$ cat src/rtl/core/lsp_pkg.sv
package lsp_pkg;

    localparam int NUM_SENSORS = 7;
    localparam int SAMPLE_W    = 12;
    localparam int THRESH_W    = 7;
    localparam int SCALED_W    = 7;
    localparam int SUM_W       = 15;
    localparam int ACTIVE_W    = 3;
    localparam int POS_W       = 13;
    localparam int IDLE_W      = 16;
    localparam int CFG_IDX_W   = 4;
    localparam int CFG_DATA_W  = 7;

    localparam logic [6:0]       SCALE_MUL = 7'd100;
    localparam int               SCALE_SHIFT = 12;
    localparam logic [POS_W-1:0] POS_MAX = 13'd7000;

    // Register indexes on the configuration port.
    localparam logic [CFG_IDX_W-1:0] REG_THRESH_0   = 4'd0;
    localparam logic [CFG_IDX_W-1:0] REG_THRESH_6   = 4'd6;
    localparam logic [CFG_IDX_W-1:0] REG_LINE_COLOR = 4'd7;

    typedef enum logic [1:0] {
        SIDE_MIDDLE = 2'd0,
        SIDE_LEFT   = 2'd1,
        SIDE_RIGHT  = 2'd2
    } side_t;

    typedef logic [2:0] sensor_idx_t;

    // Sensors are scanned in this order when counting active hits.
    localparam sensor_idx_t SCAN_ORDER [NUM_SENSORS] = '{
        3'd0, 3'd6, 3'd1, 3'd2, 3'd3, 3'd4, 3'd5
    };

    localparam logic [SUM_W-1:0] WEIGHT [NUM_SENSORS] = '{
        15'd1000, 15'd2000, 15'd3000, 15'd4000, 15'd5000, 15'd6000, 15'd7000
    };

    localparam int NUM_SHAPES = 11;
    localparam logic [NUM_SENSORS-1:0] SHAPE_OK [NUM_SHAPES] = '{
        7'h60, 7'h18, 7'h06, 7'h30, 7'h0C, 7'h03,
        7'h38, 7'h07, 7'h70, 7'h0E, 7'h1C
    };

    typedef struct packed {
        logic [NUM_SENSORS-1:0] mask;
        logic                   err;
        logic [ACTIVE_W-1:0]    active;
        logic [SUM_W-1:0]       sum;
        side_t                  side;
    } merge_t;

    // Packed so that position lands in the lowest bits of tdata.
    typedef struct packed {
        side_t                  side_seen;
        logic [IDLE_W-1:0]      idle_ticks;
        logic                   line_lost;
        logic                   pattern_error;
        logic [NUM_SENSORS-1:0] hit_mask;
        logic [POS_W-1:0]       position;
    } result_t;

endpackage

$ cat src/rtl/core/lsp_lane.sv
module lsp_lane
    import lsp_pkg::*;
(
    input  logic                clk,
    input  logic                rst_n,
    input  logic                load,
    input  logic [SAMPLE_W-1:0] sample,
    input  logic [THRESH_W-1:0] thresh,
    input  logic                black,
    output logic                hit
);

    logic [SAMPLE_W+6:0]   product;
    logic [SCALED_W-1:0]   scaled;
    logic                  above;
    logic                  hit_reg;

    assign product = sample * SCALE_MUL;
    assign scaled  = product[SAMPLE_W+6:SCALE_SHIFT];
    assign above   = scaled > thresh;

    always_ff @(posedge clk or negedge rst_n)
    begin
        if (!rst_n)
        begin
            hit_reg <= 1'b0;
        end
        else if (load)
        begin
            hit_reg <= black ? above : !above;
        end
    end

    assign hit = hit_reg;

endmodule

$ cat src/rtl/core/lsp_merge.sv
module lsp_merge
    import lsp_pkg::*;
(
    input  logic [NUM_SENSORS-1:0] hits,
    input  logic                   black,
    input  side_t                  last_side,
    input  logic [ACTIVE_W-1:0]    saved_active,
    input  logic [SUM_W-1:0]       saved_sum,
    output merge_t                 result
);

    logic [ACTIVE_W-1:0] cnt;
    logic [SUM_W-1:0]    sum;
    side_t               side;
    sensor_idx_t         idx;
    logic                blocked;
    side_t               new_side;
    logic [2:0]          ones;
    logic                shape_hit;
    logic                valid;

    // Sensor scan with outer-sensor suppression, then the shape check.
    always_comb
    begin
        cnt      = '0;
        sum      = '0;
        side     = last_side;
        idx      = '0;
        blocked  = 1'b0;
        new_side = SIDE_MIDDLE;
        for (int k = 0; k < NUM_SENSORS; k++)
        begin
            idx = SCAN_ORDER[k];
            if (hits[idx])
            begin
                sum = sum + WEIGHT[idx];
                case (idx)
                    3'd0:
                    begin
                        blocked  = (cnt == '0) && (side == SIDE_LEFT);
                        new_side = SIDE_RIGHT;
                    end
                    3'd6:
                    begin
                        blocked  = (cnt == '0) && (side == SIDE_RIGHT);
                        new_side = SIDE_LEFT;
                    end
                    3'd1:
                    begin
                        blocked  = black && (cnt == '0) && (side == SIDE_LEFT);
                        new_side = SIDE_MIDDLE;
                    end
                    3'd5:
                    begin
                        blocked  = black && (cnt == '0) && (side == SIDE_RIGHT);
                        new_side = SIDE_MIDDLE;
                    end
                    default:
                    begin
                        blocked  = 1'b0;
                        new_side = SIDE_MIDDLE;
                    end
                endcase
                if (!blocked)
                begin
                    side = new_side;
                    cnt  = cnt + 3'd1;
                end
            end
        end

        ones = '0;
        for (int b = 0; b < NUM_SENSORS; b++)
        begin
            ones = ones + {2'b00, hits[b]};
        end
        shape_hit = 1'b0;
        for (int s = 0; s < NUM_SHAPES; s++)
        begin
            if (hits == SHAPE_OK[s])
            begin
                shape_hit = 1'b1;
            end
        end
        valid = (ones <= 3'd1) || shape_hit;

        result.mask = hits;
        result.err  = !valid;
        if (valid)
        begin
            result.active = cnt;
            result.sum    = sum;
            result.side   = side;
        end
        else
        begin
            result.active = saved_active;
            result.sum    = saved_sum;
            result.side   = SIDE_MIDDLE;
        end
    end

endmodule

$ cat src/rtl/core/lsp_div.sv
module lsp_div
    import lsp_pkg::*;
(
    input  logic                clk,
    input  logic                rst_n,
    input  logic                start,
    input  logic [SUM_W-1:0]    dividend,
    input  logic [ACTIVE_W-1:0] divisor,
    output logic                done,
    output logic [SUM_W-1:0]    quotient
);

    localparam int WORK_W   = SUM_W + 1;
    localparam int STEPS    = 4;
    localparam int CYCLES   = WORK_W / STEPS;
    localparam int CNT_W    = $clog2(CYCLES);

    logic [WORK_W-1:0]   work_reg;
    logic [ACTIVE_W-1:0] rem_reg;
    logic [ACTIVE_W-1:0] div_reg;
    logic [CNT_W-1:0]    cnt_reg;
    logic                busy_reg;
    logic                done_reg;

    logic [WORK_W-1:0]   work_next;
    logic [ACTIVE_W-1:0] rem_next;
    logic [ACTIVE_W:0]   trial;

    // Restoring division, four quotient bits per cycle.
    always_comb
    begin
        work_next = work_reg;
        rem_next  = rem_reg;
        trial     = '0;
        for (int s = 0; s < STEPS; s++)
        begin
            trial     = {rem_next, work_next[WORK_W-1]};
            work_next = {work_next[WORK_W-2:0], 1'b0};
            if (trial >= {1'b0, div_reg})
            begin
                trial        = trial - {1'b0, div_reg};
                work_next[0] = 1'b1;
            end
            rem_next = trial[ACTIVE_W-1:0];
        end
    end

    always_ff @(posedge clk or negedge rst_n)
    begin
        if (!rst_n)
        begin
            busy_reg <= 1'b0;
            done_reg <= 1'b0;
            cnt_reg  <= '0;
            rem_reg  <= '0;
            work_reg <= '0;
            div_reg  <= '0;
        end
        else
        begin
            done_reg <= 1'b0;
            if (start)
            begin
                busy_reg <= 1'b1;
                cnt_reg  <= '0;
                rem_reg  <= '0;
                work_reg <= {1'b0, dividend};
                div_reg  <= divisor;
            end
            else if (busy_reg)
            begin
                work_reg <= work_next;
                rem_reg  <= rem_next;
                cnt_reg  <= cnt_reg + 1'b1;
                if (cnt_reg == CNT_W'(CYCLES - 1))
                begin
                    busy_reg <= 1'b0;
                    done_reg <= 1'b1;
                end
            end
        end
    end

    assign done     = done_reg;
    assign quotient = work_reg[SUM_W-1:0];

endmodule

$ cat src/rtl/core/line_sensor_position_estimator_unit.sv
// An accepted item passes from the lane registers through ST_MERGE, the divider in
// ST_DIV and ST_OUT into the output register; a lost line skips the divide. No new
// item is taken until the last one has reached the output register.
// A finished result waits in the output register while the next item is taken.
// Reset (rst_n, asynchronous, active low) clears thresholds, line color, side,
// saved count and sum, idle counter and all handshake state.
module line_sensor_position_estimator_unit
    import lsp_pkg::*;
(
    input  logic                  clk,
    input  logic                  rst_n,
    // sample_0 .. sample_6, 12 bits each, from bit 0 up; bits 87:84 zero
    input  logic [87:0]           s_tdata,
    input  logic                  s_tvalid,
    output logic                  s_tready,
    // position[12:0], hit_mask[19:13], pattern_error[20], line_lost[21],
    // idle_ticks[37:22], side_seen[39:38]
    output logic [39:0]           m_tdata,
    output logic                  m_tvalid,
    input  logic                  m_tready,
    input  logic                  cfg_valid,
    output logic                  cfg_ready,
    input  logic [CFG_IDX_W-1:0]  cfg_index,
    input  logic [CFG_DATA_W-1:0] cfg_data
);

    typedef enum logic [1:0] {
        ST_IDLE,
        ST_MERGE,
        ST_DIV,
        ST_OUT
    } state_t;

    state_t               state_reg;
    logic [THRESH_W-1:0]  thresh_reg [NUM_SENSORS];
    logic                 color_reg;
    side_t                side_reg;
    logic [ACTIVE_W-1:0]  saved_active_reg;
    logic [SUM_W-1:0]     saved_sum_reg;
    logic [IDLE_W-1:0]    idle_reg;
    result_t              res_reg;
    result_t              out_reg;
    logic                 out_valid_reg;

    logic                   in_accept;
    logic [NUM_SENSORS-1:0] hits;
    merge_t                 merged;
    logic                   div_start;
    logic                   div_done;
    logic [SUM_W-1:0]       quotient;
    logic [POS_W-1:0]       pos_next;

    assign in_accept = s_tvalid && s_tready;
    assign s_tready  = (state_reg == ST_IDLE);
    assign cfg_ready = 1'b1;

    for (genvar g = 0; g < NUM_SENSORS; g++)
    begin : g_lane
        lsp_lane u_lane (
            .clk    (clk),
            .rst_n  (rst_n),
            .load   (in_accept),
            .sample (s_tdata[g*SAMPLE_W +: SAMPLE_W]),
            .thresh (thresh_reg[g]),
            .black  (color_reg),
            .hit    (hits[g])
        );
    end

    lsp_merge u_merge (
        .hits         (hits),
        .black        (color_reg),
        .last_side    (side_reg),
        .saved_active (saved_active_reg),
        .saved_sum    (saved_sum_reg),
        .result       (merged)
    );

    assign div_start = (state_reg == ST_MERGE) && (merged.active != '0);

    lsp_div u_div (
        .clk      (clk),
        .rst_n    (rst_n),
        .start    (div_start),
        .dividend (merged.sum),
        .divisor  (merged.active),
        .done     (div_done),
        .quotient (quotient)
    );

    // A suppressed outer hit can push the mean past the last sensor.
    assign pos_next = (quotient > {2'b00, POS_MAX}) ? POS_MAX : quotient[POS_W-1:0];

    always_ff @(posedge clk or negedge rst_n)
    begin
        if (!rst_n)
        begin
            for (int i = 0; i < NUM_SENSORS; i++)
            begin
                thresh_reg[i] <= '0;
            end
            color_reg <= 1'b0;
        end
        else if (cfg_valid && cfg_ready)
        begin
            if (cfg_index <= REG_THRESH_6)
            begin
                thresh_reg[cfg_index[2:0]] <= cfg_data[THRESH_W-1:0];
            end
            else if (cfg_index == REG_LINE_COLOR)
            begin
                color_reg <= cfg_data[0];
            end
        end
    end

    always_ff @(posedge clk or negedge rst_n)
    begin
        if (!rst_n)
        begin
            state_reg        <= ST_IDLE;
            side_reg         <= SIDE_MIDDLE;
            saved_active_reg <= '0;
            saved_sum_reg    <= '0;
            idle_reg         <= '0;
            res_reg          <= '0;
            out_reg          <= '0;
            out_valid_reg    <= 1'b0;
        end
        else
        begin
            // In ST_OUT the output register is reloaded below instead.
            if (out_valid_reg && m_tready && (state_reg != ST_OUT))
            begin
                out_valid_reg <= 1'b0;
            end
            case (state_reg)
                ST_IDLE:
                begin
                    if (in_accept)
                    begin
                        state_reg <= ST_MERGE;
                    end
                end
                ST_MERGE:
                begin
                    side_reg <= merged.side;
                    if (!merged.err)
                    begin
                        saved_active_reg <= merged.active;
                        saved_sum_reg    <= merged.sum;
                    end
                    res_reg.hit_mask      <= merged.mask;
                    res_reg.pattern_error <= merged.err;
                    res_reg.side_seen     <= merged.side;
                    res_reg.position      <= '0;
                    if (merged.active == '0)
                    begin
                        idle_reg           <= idle_reg + 1'b1;
                        res_reg.idle_ticks <= idle_reg + 1'b1;
                        res_reg.line_lost  <= 1'b1;
                        state_reg          <= ST_OUT;
                    end
                    else
                    begin
                        idle_reg           <= '0;
                        res_reg.idle_ticks <= '0;
                        res_reg.line_lost  <= 1'b0;
                        state_reg          <= ST_DIV;
                    end
                end
                ST_DIV:
                begin
                    if (div_done)
                    begin
                        res_reg.position <= pos_next;
                        state_reg        <= ST_OUT;
                    end
                end
                ST_OUT:
                begin
                    if (!out_valid_reg || m_tready)
                    begin
                        out_reg       <= res_reg;
                        out_valid_reg <= 1'b1;
                        state_reg     <= ST_IDLE;
                    end
                end
                default:
                begin
                    state_reg <= ST_IDLE;
                end
            endcase
        end
    end

    assign m_tdata  = out_reg;
    assign m_tvalid = out_valid_reg;

    // Only shapes of up to three sensors are ever saved.
    a_saved_small: assert property (@(posedge clk) disable iff (!rst_n)
        saved_active_reg <= 3'd3)
        else $error("saved active count above three");

    a_lost_pos: assert property (@(posedge clk) disable iff (!rst_n)
        out_valid_reg && out_reg.line_lost |-> out_reg.position == '0)
        else $error("line lost with nonzero position");

    a_found_idle: assert property (@(posedge clk) disable iff (!rst_n)
        out_valid_reg && !out_reg.line_lost |-> out_reg.idle_ticks == '0)
        else $error("idle counter not cleared on a found line");

    a_err_side: assert property (@(posedge clk) disable iff (!rst_n)
        out_valid_reg && out_reg.pattern_error |-> out_reg.side_seen == SIDE_MIDDLE)
        else $error("bad shape did not recenter the side");

    a_pos_max: assert property (@(posedge clk) disable iff (!rst_n)
        out_valid_reg |-> out_reg.position <= POS_MAX)
        else $error("position above range");

endmodule

$ cat config.mk
export PLATFORM = sky130hd
export DESIGN_NAME = line_sensor_position_estimator_unit
export DESIGN_NICKNAME = d
export VERILOG_FILES = /design/src/rtl/core/lsp_pkg.sv /design/src/rtl/core/lsp_lane.sv /design/src/rtl/core/lsp_merge.sv /design/src/rtl/core/lsp_div.sv /design/src/rtl/core/line_sensor_position_estimator_unit.sv
export SDC_FILE = /design/constraint.sdc
export NUM_CORES = 1
export LEC_CHECK = 0
export BUFFER_PORTS_ARGS = -buffer_cell sky130_fd_sc_hd__buf_2
export CORE_UTILIZATION = 55
export DETAILED_ROUTE_END_ITERATION = 7
export PLACE_DENSITY = 0.79
export SYNTH_ARGS = -nofsm -noshare
export SYNTH_HDL_FRONTEND = slang
export SYNTH_SLANG_ARGS = --single-unit
$ cat constraint.sdc
create_clock -name clk -period 12.15 [get_ports clk]
set_input_delay 1.215 -clock clk [delete_from_list [all_inputs] [get_ports clk]]
set_output_delay 1.215 -clock clk [all_outputs]
set_load 0.05 [all_outputs]
==> metrics.cfg <==
[final_layout]
final_nets=2568
stdcell_area_um2=19800
final_cell_mix=360 x ha_1, 315 x inv_1, 184 x dfrtp_1
final_common_cell=ha_1
final_layout_size_suffix_gt1_share_pct=14.0
largest_reg_flops=49
synthToLayoutAreaGrowth_pct=9.68
n_fill_cell=2645

[worst_hold_path]
worstHoldPathType=reg2reg

[setup_path]
end_kind=register
crit_path_start_kind=register
cpPeakStageDelay_ns=0.60
required_ns=12.48
critPathKind=reg2reg
cp.arrival_ns=7.17
cpMaxStageDelayCell=dfrtp_1
crit_fanout=37

[floorplan]
rows=65
coreArea_um2=32000
die_w_um=183
start_util_pct=56.5
die_area_um2=33600
io_pins=147
die_h_um=183

[power_and_ir_drop]
p_leak_nw=10.6
ir_drop_mv=0.201
p_per_area_nw_per_um2=276

[timing]
tightest_slew_ns=1.04
period_share_pct=56.3
slew_viol_final=0
worst_slack_ns=5.31
fmax_ghz=0.146
setup_viol=0
min_period_ns=6.84
tns_ns=0
skew_ns=0.00966
hold_viol_final=0
rsz0062_at_grt=false
slew-limit-headroom_pct=30.5

[grt]
grt_use_total_pct=22.4
grt_pass1_vias=13814
grt_pass1_wl_mm=62.5
antenna_found_initial=2
overflow=0
grt_max_degree=111

[clock_network]
cts_buffers=17
cts_hold_buf=0
cts_buffer_depth=2
cts_sinks=184
cts_resized=0
insertion_delay_ns=0.43
clkTransAtPathRegs_ns=0.08
cts_tree=done
htreeDepth=4
post_cts_buffers=0
cts.root.buffer_cell=clkbuf_16

[outcome]
outcome=finished clean

[placed_design]
post_dp_cell_area_um2=19200
place_ws_ns=5.36
port_buffers=141
place_hpwl_mm=28.7
place_congestion=0.873

[logic_synthesis]
synthArstFlopShare_pct=100
synth_edf_count=0
synth_seq_cells=184
syn_inst=1938
syn-num-nets=2451
yosysSeqAreaShare_pct=25.5
synthDistinctLibCells=85
synth_ff_type=dfrtp_1
syn_avg_cell_area_um2=9.32
synth_area_um2=18100
yosysWarnings=0

[job]
max_cap_viol_count=0

[drt]
drt_iter0_markers=802
via_per_inst=5.55
wirelength_mm=36.4
drt-pass1-iter-count=5
ant_nets=0
vias=13897
drc_errors=0
routedWlPerCell_um=14.5

layout make-up:
type                            count  area (um2)  share of cell area [%]
Inverter                          317        1190                    6.01
Tap cell                          435         544                    2.75
Clock buffer                       18         439                    2.22
Clock inverter                     14         194                   0.979
Multi-Input combinational cell   1382       12000                    60.7
Timing Repair Buffer              153         802                    4.05
Antenna cell                        2        5.00                  0.0253
Sequential cell                   184        4600                    23.2
logic make-up (layout without fill, tap and decap cells):
| family | count (synthesis) | count (layout) | synth area share [%] |
|---|---|---|---|
| flops | 184 | 184 | 25.5 |
| mux | 112 | 112 | 6.82 |
| other cells | 1 | 3 | 0.0208 |
| fa+ha+maj | 410 | 410 | 30.4 |
| xor+xnor | 106 | 106 | 5.44 |
| simple gates | 396 | 396 | 11.1 |
| compound gates | 357 | 357 | 12.8 |
| buf+inv | 372 | 502 | 7.92 |
synth_stat cells, drive strengths merged, types with 16 or more instances:
cell type	n	area, um2
mux2i	26	260
nor2	67	251
a21oi	80	400
buf	24	125
nand3	41	205
nor2b	25	156
a21o	27	203
o211ai	16	120
fa	49	981
dfrtp	184	4600
nand2b	16	100
inv	315	1180
nand2	142	533
xor2	30	263
nand4	19	119
clkbuf	31	116
o21ai	106	531
mux2	86	972
ha	360	4500
xnor2	72	631
worst paths after layout:
path / slack (ns) / start / to / cells past startpoint
max: 5.31 / g_lane[0].u_lane.hit$_DFFE_PN0P_ / u_div.work_reg[14]$_DFFE_PN0P_ / 29
min: 0.48 / saved_sum_reg[9]$_DFFE_PN0P_ / saved_sum_reg[9]$_DFFE_PN0P_ / 2
max reg2reg: 5.31 / g_lane[0].u_lane.hit$_DFFE_PN0P_ / u_div.work_reg[14]$_DFFE_PN0P_ / 29
min reg2reg: 0.48 / saved_sum_reg[9]$_DFFE_PN0P_ / saved_sum_reg[9]$_DFFE_PN0P_ / 2
max in group asynchronous: 9.77 / rst_n / thresh_reg[30]$_DFFE_PN0P_ / 2
min in group asynchronous: 0.88 / rst_n / idle_reg[2]$_DFFE_PN0P_ / 1
worst max-delay path: cells and delay by family (launching register included):
kind	cells	cell delay [ns]
adders and majority gates	6	1.35
buffers and inverters	2	0.31
and+or+nand+nor	7	1.07
muxes	2	0.49
AOI/OAI and AO/OA	12	2.91
DFF	1	0.60
layer usage:
metal  track usage [%]  vias to the layer above  wire length (um)
met4              6.63                        0               833
met2              40.5                      317             18200
li1                  -                     6908                 -
met3              3.51                       59              1570
met1              27.3                     6613             15800
met5                 0                        -                 0
stage by stage:
step                      util [%]  hold slack (ns)  cells  power, W
after CTS                     62.0            0.484   2503   0.00546
after floorplan                  -            0.435   1938   0.00400
final                         62.0            0.479   2505   0.00547
after global placement        60.0            0.452   2471   0.00467
after detailed placement      60.0            0.463   2471   0.00483
after global routing          62.0            0.507   2504   0.00601
where the power goes:
part           leakage (nW)  switching, W  total (W)  internal (W)
Clock                 0.307      0.000275   0.000580      0.000305
Combinational          7.93       0.00237    0.00391       0.00154
Sequential             2.34      0.000154   0.000973      0.000819
Total                  10.6       0.00280    0.00547       0.00267
Note: power is estimated with default switching activity, not from simulation.
